## src/rtl/core/fwir_pkg.sv

```systemverilog
package fwir_pkg;

  // Queue geometry
  localparam int DEPTH = 16;
  localparam int CNT_W = $clog2(DEPTH + 1);
  // Occupancy is kept at least as wide as the 5-bit count field
  localparam int OCC_W = (CNT_W > 5) ? CNT_W : 5;

  // Field widths
  localparam int DATA_W  = 32;
  localparam int MODE_W  = 2;
  localparam int POS_W   = 4;
  localparam int COUNT_W = 5;
  localparam int STAT_W  = 2;

  // Operation codes
  localparam logic [MODE_W-1:0] MODE_ENQ = 2'd0;
  localparam logic [MODE_W-1:0] MODE_DEQ = 2'd1;
  localparam logic [MODE_W-1:0] MODE_REM = 2'd2;

  // Status codes
  localparam logic [STAT_W-1:0] ST_OK    = 2'd0;
  localparam logic [STAT_W-1:0] ST_EMPTY = 2'd1;
  localparam logic [STAT_W-1:0] ST_FULL  = 2'd2;
  localparam logic [STAT_W-1:0] ST_RANGE = 2'd3;

  // Commands from controller to datapath
  typedef struct packed {
    logic load;   // capture the incoming beat
    logic exec;   // apply the captured operation
  } fwir_cmd_t;

endpackage

```

## src/rtl/core/fwir_datapath.sv

```systemverilog
module fwir_datapath
  import fwir_pkg::*;
(
  input  logic                     clk,
  input  logic                     rst,
  input  fwir_cmd_t                cmd,
  input  logic [MODE_W-1:0]        mode,
  input  logic signed [DATA_W-1:0] value,
  input  logic [POS_W-1:0]         position,
  output logic signed [DATA_W-1:0] front_value,
  output logic [COUNT_W-1:0]       entry_count,
  output logic                     is_empty,
  output logic [STAT_W-1:0]        status
);

  logic [MODE_W-1:0]        in_mode;
  logic signed [DATA_W-1:0] in_value;
  logic [POS_W-1:0]         in_position;

  logic [DATA_W-1:0] entries      [DEPTH];
  logic [DATA_W-1:0] entries_next [DEPTH];
  logic [OCC_W-1:0]  occ;
  logic [OCC_W-1:0]  occ_next;
  logic [STAT_W-1:0] status_next;

  logic             do_enq;
  logic             do_rm;
  logic [OCC_W-1:0] rm_pos;

  // Capture the operation
  always_ff @(posedge clk) begin
    if (cmd.load) begin
      in_mode     <= mode;
      in_value    <= value;
      in_position <= position;
    end
  end

  // Decide the operation and its status
  always_comb begin
    do_enq      = 1'b0;
    do_rm       = 1'b0;
    rm_pos      = '0;
    status_next = ST_OK;
    occ_next    = occ;
    unique case (in_mode)
      MODE_ENQ: begin
        if (occ == OCC_W'(DEPTH)) begin
          status_next = ST_FULL;
        end else begin
          do_enq   = 1'b1;
          occ_next = occ + 1'b1;
        end
      end
      MODE_DEQ, MODE_REM: begin
        if (in_mode == MODE_REM) begin
          rm_pos = OCC_W'(in_position);
        end
        if (occ == '0) begin
          status_next = ST_EMPTY;
        end else if (rm_pos >= occ) begin
          status_next = ST_RANGE;
        end else begin
          do_rm    = 1'b1;
          occ_next = occ - 1'b1;
        end
      end
      default: begin
        status_next = ST_OK;
      end
    endcase
  end

  // Each cell loads the tail value or takes its neighbor to close a gap
  for (genvar k = 0; k < DEPTH; k++) begin : g_cell
    if (k < DEPTH - 1) begin : g_mid
      always_comb begin
        if (do_enq && occ == OCC_W'(k)) begin
          entries_next[k] = in_value;
        end else if (do_rm && OCC_W'(k) >= rm_pos) begin
          entries_next[k] = entries[k+1];
        end else begin
          entries_next[k] = entries[k];
        end
      end
    end else begin : g_last
      always_comb begin
        if (do_enq && occ == OCC_W'(k)) begin
          entries_next[k] = in_value;
        end else begin
          entries_next[k] = entries[k];
        end
      end
    end
  end

  // Store cells
  always_ff @(posedge clk) begin
    if (cmd.exec) begin
      entries <= entries_next;
      status  <= status_next;
    end
  end

  // Hold occupancy
  always_ff @(posedge clk) begin
    if (rst) begin
      occ <= '0;
    end else if (cmd.exec) begin
      occ <= occ_next;
    end
  end

  // Result fields straight from the stored state
  assign is_empty    = (occ == '0);
  assign front_value = is_empty ? '0 : entries[0];
  assign entry_count = occ[COUNT_W-1:0];

endmodule

```

## src/rtl/core/fwir_ctrl.sv

```systemverilog
module fwir_ctrl
  import fwir_pkg::*;
(
  input  logic      clk,
  input  logic      rst,
  input  logic      s_tvalid,
  output logic      s_tready,
  output logic      m_tvalid,
  input  logic      m_tready,
  output fwir_cmd_t cmd
);

  typedef enum logic [1:0] {
    S_IDLE,
    S_EXEC,
    S_SEND
  } state_t;

  state_t state;

  // Sequence: take a beat, apply it, offer the result
  always_ff @(posedge clk) begin
    if (rst) begin
      state    <= S_IDLE;
      s_tready <= 1'b1;
      m_tvalid <= 1'b0;
    end else begin
      unique case (state)
        S_IDLE: begin
          if (s_tvalid) begin
            state    <= S_EXEC;
            s_tready <= 1'b0;
          end
        end
        S_EXEC: begin
          state    <= S_SEND;
          m_tvalid <= 1'b1;
        end
        S_SEND: begin
          if (m_tready) begin
            state    <= S_IDLE;
            m_tvalid <= 1'b0;
            s_tready <= 1'b1;
          end
        end
        default: begin
          state    <= S_IDLE;
          s_tready <= 1'b1;
          m_tvalid <= 1'b0;
        end
      endcase
    end
  end

  assign cmd.load = s_tvalid && s_tready;
  assign cmd.exec = (state == S_EXEC);

endmodule

```

## src/rtl/core/fifo_with_indexed_removal.sv

```systemverilog
// Bounded queue of DEPTH signed 32-bit entries. Each input beat carries one
// operation in tuser: enqueue the value, dequeue the front, or remove the
// entry at a position counted from the front, later entries moving up one
// place. Every beat gives one result beat with the front value (zero when
// empty), the entry count, an empty flag and a status (ok, empty, full,
// position out of range); a rejected operation changes nothing. Items are
// handled one at a time: the beat is captured, applied to the entry cells,
// then offered on the output, and no new beat is taken until the result
// is accepted. All cells compact together when the operation is applied;
// the controller's take/apply/send sequence sets the rate.
module fifo_with_indexed_removal
  import fwir_pkg::*;
(
  input  logic        clk,
  input  logic        rst,
  input  logic        s_tvalid,
  output logic        s_tready,
  input  logic [39:0] s_tdata,   // value[31:0], position[35:32], zero fill
  input  logic [1:0]  s_tuser,   // mode[1:0]
  output logic        m_tvalid,
  input  logic        m_tready,
  output logic [39:0] m_tdata    // front_value[31:0], entry_count[36:32],
                                 // is_empty[37], status[39:38]
);

  fwir_cmd_t                cmd;
  logic signed [DATA_W-1:0] front_value;
  logic [COUNT_W-1:0]       entry_count;
  logic                     is_empty;
  logic [STAT_W-1:0]        status;

  fwir_ctrl u_ctrl (
    .clk      (clk),
    .rst      (rst),
    .s_tvalid (s_tvalid),
    .s_tready (s_tready),
    .m_tvalid (m_tvalid),
    .m_tready (m_tready),
    .cmd      (cmd)
  );

  fwir_datapath u_dp (
    .clk         (clk),
    .rst         (rst),
    .cmd         (cmd),
    .mode        (s_tuser[MODE_W-1:0]),
    .value       (s_tdata[DATA_W-1:0]),
    .position    (s_tdata[DATA_W+POS_W-1:DATA_W]),
    .front_value (front_value),
    .entry_count (entry_count),
    .is_empty    (is_empty),
    .status      (status)
  );

  // Pack the result beat
  assign m_tdata = {status, is_empty, entry_count, front_value};

endmodule

```

## config.mk

```make
export PLATFORM = sky130hd
export DESIGN_NAME = fifo_with_indexed_removal
export DESIGN_NICKNAME = d
export VERILOG_FILES = /design/src/rtl/core/fwir_pkg.sv /design/src/rtl/core/fwir_datapath.sv /design/src/rtl/core/fwir_ctrl.sv /design/src/rtl/core/fifo_with_indexed_removal.sv
export SDC_FILE = /design/constraint.sdc
export NUM_CORES = 1
export LEC_CHECK = 0
export BUFFER_PORTS_ARGS = -buffer_cell sky130_fd_sc_hd__clkbuf_2
export CORE_MARGIN = 2
export CORE_UTILIZATION = 45
export CTS_CLUSTER_SIZE = 8
export DETAILED_ROUTE_END_ITERATION = 8
export GPL_TIMING_DRIVEN = 0
export HOLD_SLACK_MARGIN = 0.08
export SLEW_MARGIN = 10
export SYNTH_ARGS = -nofsm -noshare
export SYNTH_HDL_FRONTEND = slang
export SYNTH_SLANG_ARGS = --single-unit
```

## constraint.sdc

```tcl
create_clock -name clk -period 6.4 [get_ports clk]
set_input_delay 0.32 -clock clk [delete_from_list [all_inputs] [get_ports clk]]
set_output_delay 0.32 -clock clk [all_outputs]
set_load 0.01 [all_outputs]
```

* Word level (Yosys, flattened, before mapping)
Index checks and enable logic that the tools add are counted.
Storage, ports and cells: flip-flop bits (word level) 561, bits in latches 0, bits in writable memories 0, memory bits (read-only) 0, input bits 46, memories kept 0
Cells by class: $add $sub $neg 2, multipliers 0, div/mod/pow operators 0, order comparisons 16, equal/unequal tests 25, shifts and indexed selects 0, mux-type cells 55, bitwise gates (word level) 2, reductions and logical operators 72
Operators by type and width (count):
- $mux W32 | 31
- $eq A5 B4 Y1 const B | 8
- $reduce_and A2 Y1 | 18
- $ge A4 B5 Y1 const A | 7
- $logic_and A1 B1 Y1 | 32
- $reduce_bool A2 Y1 | 16
- $mux W5 | 5
- $eq A5 B3 Y1 const B | 4
- $ge A3 B5 Y1 const A | 4
- $eq A5 B2 Y1 const B | 2
- $ge A1 B5 Y1 const A | 2
- $ge A2 B5 Y1 const A | 2
- $mux W2 | 5
- $ne A2 B2 Y1 const B | 5
- $pmux W5 S2 | 1
- $mux W1 | 8
- $pmux W1 S3 | 2
- $pmux W2 S3 | 1
- $add A5 B1 Y5 const B | 1
- $eq A5 B1 Y1 const B | 1
- $eq A5 B5 Y1 const B | 1
- $ge A5 B5 Y1 | 1
- $logic_not A5 Y1 | 1
- $reduce_and A5 Y1 | 1
- other kinds (9) | 13

* Longest topological paths before layout
word-level depth 10, depth in mapped cells 12, gate-level depth less buffers 10

* Modules after synthesis
A second synthesis with hierarchy kept.
Second synthesis, totals: cell total of the unflattened synthesis 1311, area, all modules 23702.7 um^2
Modules (own cells, without submodules):
- fwir_datapath | times used 1, cells each 1296, area an instance 23541.3 um^2, seq. area each 16676.0 um^2
- fwir_ctrl | times used 1, cells each 14, area an instance 153.9 um^2, seq. area each 80.1 um^2
- fifo_with_indexed_removal | times used 1, cells each 1, area an instance 7.5 um^2, seq. area each 0.0 um^2

* Worst setup path before layout
Ideal clock, no wire load.
kind register to register, start point register u_dp.in_mode[0], end point register u_dp.entries[160] in the netlist's numbering (enable), arrival time 3.707 ns, data required time 5.968 ns, setup slack 2.261 ns, stages on the path, launching flop included 13, period minus slack after synthesis 4.139 ns, cell sequence edfxtp_1 > inv_1 > ha_1 > clkbuf_1 > nand2_1 > inv_1 > ha_1 > a21o_1 > a31oi_1 > o31a_2 > buf_4 > o21ai_0 > a21oi_1
On the way: cells in the longest elaborated chain, start to end 10, elaborated cells between the ends (all ways) 17
RTL lines:
- from (decl) | line fwir_datapath.sv:16 | logic [MODE_W-1:0] in_mode;
- from (signal assigned) | line fwir_datapath.sv:33 | in_mode <= mode;
- $eq A2 B2 Y1 | line fwir_datapath.sv:46, fwir_datapath.sv:56
- $mux W4 | line fwir_datapath.sv:56 | if (in_mode == MODE_REM) begin
- $mux W5 | line fwir_datapath.sv:46 | unique case (in_mode)
- $ge A5 B5 Y1 | line fwir_datapath.sv:61 | end else if (rm_pos >= occ) begin
- $mux W1 | line fwir_datapath.sv:61
- $mux W1 | line fwir_datapath.sv:59 | if (occ == '0) begin
- $mux W1 | line fwir_datapath.sv:46
- $logic_and A1 B1 Y1 | line fwir_datapath.sv:80 | end else if (do_rm && OCC_W'(k) >= rm_pos) begin
- $reduce_bool A2 Y1 (no line) (*)
- $reduce_and A2 Y1 (no line) (*)
- to (signal assigned) | line fwir_datapath.sv:100 | entries <= entries_next;
- to (decl) | line fwir_datapath.sv:20 | logic [DATA_W-1:0] entries [DEPTH];
Mark *: on every way between the ends. The rest lies on a longest branch, timed or not. The select of a mux whose other input is x is not followed. A chain may end at the register's enable or synchronous reset.

* Final worst setup path
start point register u_dp.in_mode[0], end point register u_dp.entries[41] in the netlist's numbering (enable)
Same word-level chain as after synthesis.

==> impl_metrics.csv <==
group,metric,value,unit
hold_path,worstHoldEndpoint,"u_dp.entry_count[0]",
routing,drc,0,
sta,fin_crit,3.762,ns
clock_network,clock_latency,0.59,ns
critical_path,cp_data_arrival_time,4.05,ns
yosys,avgSynthCellArea,18.06,µm²
routing,post_drt_wl_per_cell,20.19,µm
pwr,p_total,8111,µW
final_layout,nFillCells,4065,
pwr,power_density,287.6,nW/µm²
yosys,ys_types,44,
final_layout,utilization,0.5377,
yosys,synth-edff-count,552,
clock_network,cts_resized,0,
floorplanning,io_pins,88,
hold_path,hold_path_class,"in -> reg",
sta,worst_slew_pin_slew,0.7875,ns
final_layout,n_antenna_cell,0,
clock_network,cts.path.max_buffers,3,
sta,clock.fmax,265.8,MHz
floorplanning,die-area,54720,µm²
routing,drtAntennaViolNets,0,
pwr,peakVddDrop,0.0001813,V
sta,setup_violations,0,
sta,maxSlewHeadroom,0.4738,
final_layout,drive_above_1_share,0.4913,
clock_network,root_buffer,"clkbuf_16",
sta,finalHoldViolCount,0,
placement,dp_hpwl,30.70,mm
yosys,synthFlopType,"edfxtp_1",
routing,wirelength_met1,22.74,mm
grt,grt-ovfl-total,0,
yosys,ys_seq_area_frac,0.7043,
sta,skew,0.02211,ns
critical_path,path_buf_inv,5,
clock_network,clkTransAtPathRegs,0.05,ns
routing,dr_wl_met3,1.677,mm
final_layout,nets,1597,
sta,setup_tns,0,ns
critical_path,r2r-end,"u_dp.entries[41]",
yosys,yosys_register_bits,561,
critical_path,crit_path_start_kind,"register",
critical_path,reg2regPathDepth,13,
clock_network,cts_inserted_buffers,80,
run,drv_cap,0,
placement,place_congestion,0.8219,
hold_path,worstHoldStart,"rst",
yosys,yosys_warnings,0,
pwr,p_leak,0.009502,µW
grt,antenna_found_initial,0,
routing,wl_met2,19.91,mm
floorplanning,start_util,0.4536,
grt,grt_max_degree,32,
critical_path,cp_cell_sequence,"inv_1, ha_1, clkbuf_1, nand2_1, inv_1, ha_1, a21o_1, a31oi_1, o31a_2, buf_4, o21ai_0, a21oi_4, buf_16",
yosys,synthArstFlopShare,0,
yosys,syn-num-nets,1376,
critical_path,critical_path.top_delay_family,"compound AO/OA/AOI/OAI gates",
floorplanning,fp-row-count,84,
final_layout,multi_input_area,6705,µm²
critical_path,cp_slowest_cell,"a21oi_4",
final_layout,seq_area,16760,µm²
routing,via_per_inst,5.202,
placement,place_area,25590,µm²
critical_path,r2r_setup_slack,2.64,ns
yosys,synth.largest_area_cell,"edfxtp_1",
clock_network,clkSinkCount,561,
yosys,synth.area.top_cells,"edfxtp_1 70%, mux2_2 23%, nor2b_1 0.87%, buf_2 0.82%, dfxtp_1 0.76%",
final_layout,stdcell_count,2239,
final_layout,syn_to_final_growth,18.53,%
critical_path,cp-end-kind,"register",
critical_path,critPathMaxFanout,17,
critical_path,criticalPathCategory,"reg -> reg",
yosys,syn_area,23790,µm²
critical_path,reg2reg_from,"u_dp.in_mode[0]",
routing,drtIter0Drc,749,
floorplanning,die_w,233.9,µm
grt,grt_pass1_wl,69.77,mm
yosys,synth.top_cell.area_share,0.6967,
placement,portBuffers,82,
grt,grt_usage,0.1682,
sta,fin_crit_sh,0.5879,
routing,first_pass_iters,5,
floorplanning,die_y,233.9,µm
routing,vias,11650,
grt,grt_pass1_vias,11800,
placement,post-place-cells,2104,
clock_network,cts_tree,"done",
yosys,synthCells,1317,
sta,rsz0062_at_grt,"no",
floorplanning,core-area,52450,µm²
sta,finalMaxSlewViolations,0,
clock_network,cts_max_level,3,
routing,wl,45.21,mm
critical_path,cpPeakStageDelay,0.68,ns
critical_path,worst_ep_required_time,6.69,ns
routing,routed.top_layer,"met4",
run_status,status,"finished clean",
final_layout,finalInstanceArea,28200,µm²
hold_path,holdPathStages,2,
[flip-flops by register name, summed over array words and instances (netlist names), 2 cells and up]
name	count
u_dp.status	2
u_dp.in_position	4
u_dp.in_value	32
u_dp.entries	512
u_dp.entry_count	5
u_ctrl.state	2
u_dp.in_mode	2
[layout make-up]
class	instances	area share
Buffer	91	0.01642
Sequential cell	561	0.5942
Tap cell	688	0.03053
Multi-Input combinational cell	651	0.2378
Timing Repair Buffer	139	0.04109
Inverter	14	0.001864
Clock buffer	93	0.07725
Clock inverter	2	0.0008874
[kinds of logic after synthesis]
kind of cell	synth area share
AO/OA/AOI/OAI	0.01178
flip-flops	0.7043
multiplexers	0.2286
AND/OR/NAND/NOR	0.02651
adder cells (fa/ha/maj)	0.006837
buffers and inverters	0.02162
XOR/XNOR	0.0003682
[Yosys cell counts, drive strengths merged, types with 3 or more instances]
cell type and n:
a21oi 22, buf 51, clkbuf 40, dfxtp 9, edfxtp 552, ha 13
inv 14, mux2 482, nand2 31, nand2b 3, nand3 7, nand4 4
nor2 14, nor2b 33, nor3 6, o21ai 10
[worst reg2reg max path, stage by stage (launching register included)]
cell and delay (ns):
edfxtp_1 0.39, inv_1 0.09, ha_1 0.19, clkbuf_1 0.28, nand2_1 0.17, inv_1 0.09, ha_1 0.23, a21o_1 0.18
a31oi_1 0.32, o31a_2 0.27, buf_4 0.18, o21ai_0 0.15, a21oi_4 0.68, buf_16 0.25
[cells in the final DEF (no fill, tap or decap), types with 2 or more instances in the layout]
cell and instances:
nand2_1 19, a21oi_1 7, or3_1 2, and3_1 2, clkbuf_1 46, a21o_1 2, o21ai_0 10, mux2_2 482
clkbuf_16 86, nand4_1 4, nor3_1 4, nand3_1 7, inv_1 14, buf_12 16, ha_1 13, dfxtp_1 9
or2_2 2, nor2_1 12, dlygate4sd3_1 40, buf_6 7, clkbuf_2 83, nand2b_1 2, a21oi_4 15, nor2b_1 33
buf_2 39, edfxtp_1 552, buf_4 5, nand2_2 12
[stage by stage]
stage | hold WS, ns | setup slack [ns]
5_1_grt | 0.1270 | 2.367
3_3_place_gp | 0.4572 | 0.3756
3_5_place_dp | 0.4861 | 2.637
4_1_cts | 0.08958 | 2.637
2_1_floorplan | 0.4189 | 2.261
6_report | 0.1281 | 2.638
[report_power, final]
group | internal, µW | switching, µW
registers | 4040 | 40.9
clock network | 2350 | 1410
logic | 106 | 161
total | 6500 | 1610
[timing repair]
item / in CTS / in global routing
hold buffers: 40 / 0
endpoints found under the hold margin: 40 / 0
buffers inserted: 0 / 0
[how the worst max path moves through the flow]
| stage | slack, ns | cells past startpoint | to | start |
|---|---|---|---|---|
| floorplan | 2.26 | 12 | u_dp.entries[160] | u_dp.in_mode[0] |
| global placement | 0.38 | 12 | u_dp.entries[73] | u_dp.in_mode[0] |
| detailed placement | 2.64 | 13 | u_dp.entries[34] | u_dp.in_mode[0] |
| CTS | 2.64 | 13 | u_dp.entries[40] | u_dp.in_mode[0] |
| global route | 2.37 | 13 | u_dp.entries[40] | u_dp.in_mode[0] |
| finish | 2.64 | 13 | u_dp.entries[41] | u_dp.in_mode[0] |
[per-layer routing]
metal / global-route usage / vias to the layer above
met1: 0.2502 / 5806
met5: 0 / -
li1: - / 5540
met2: 0.2480 / 246
met3: 0.02930 / 56
met4: 0.06092 / 0
No activity file was read; power rests on OpenSTA's default activity.
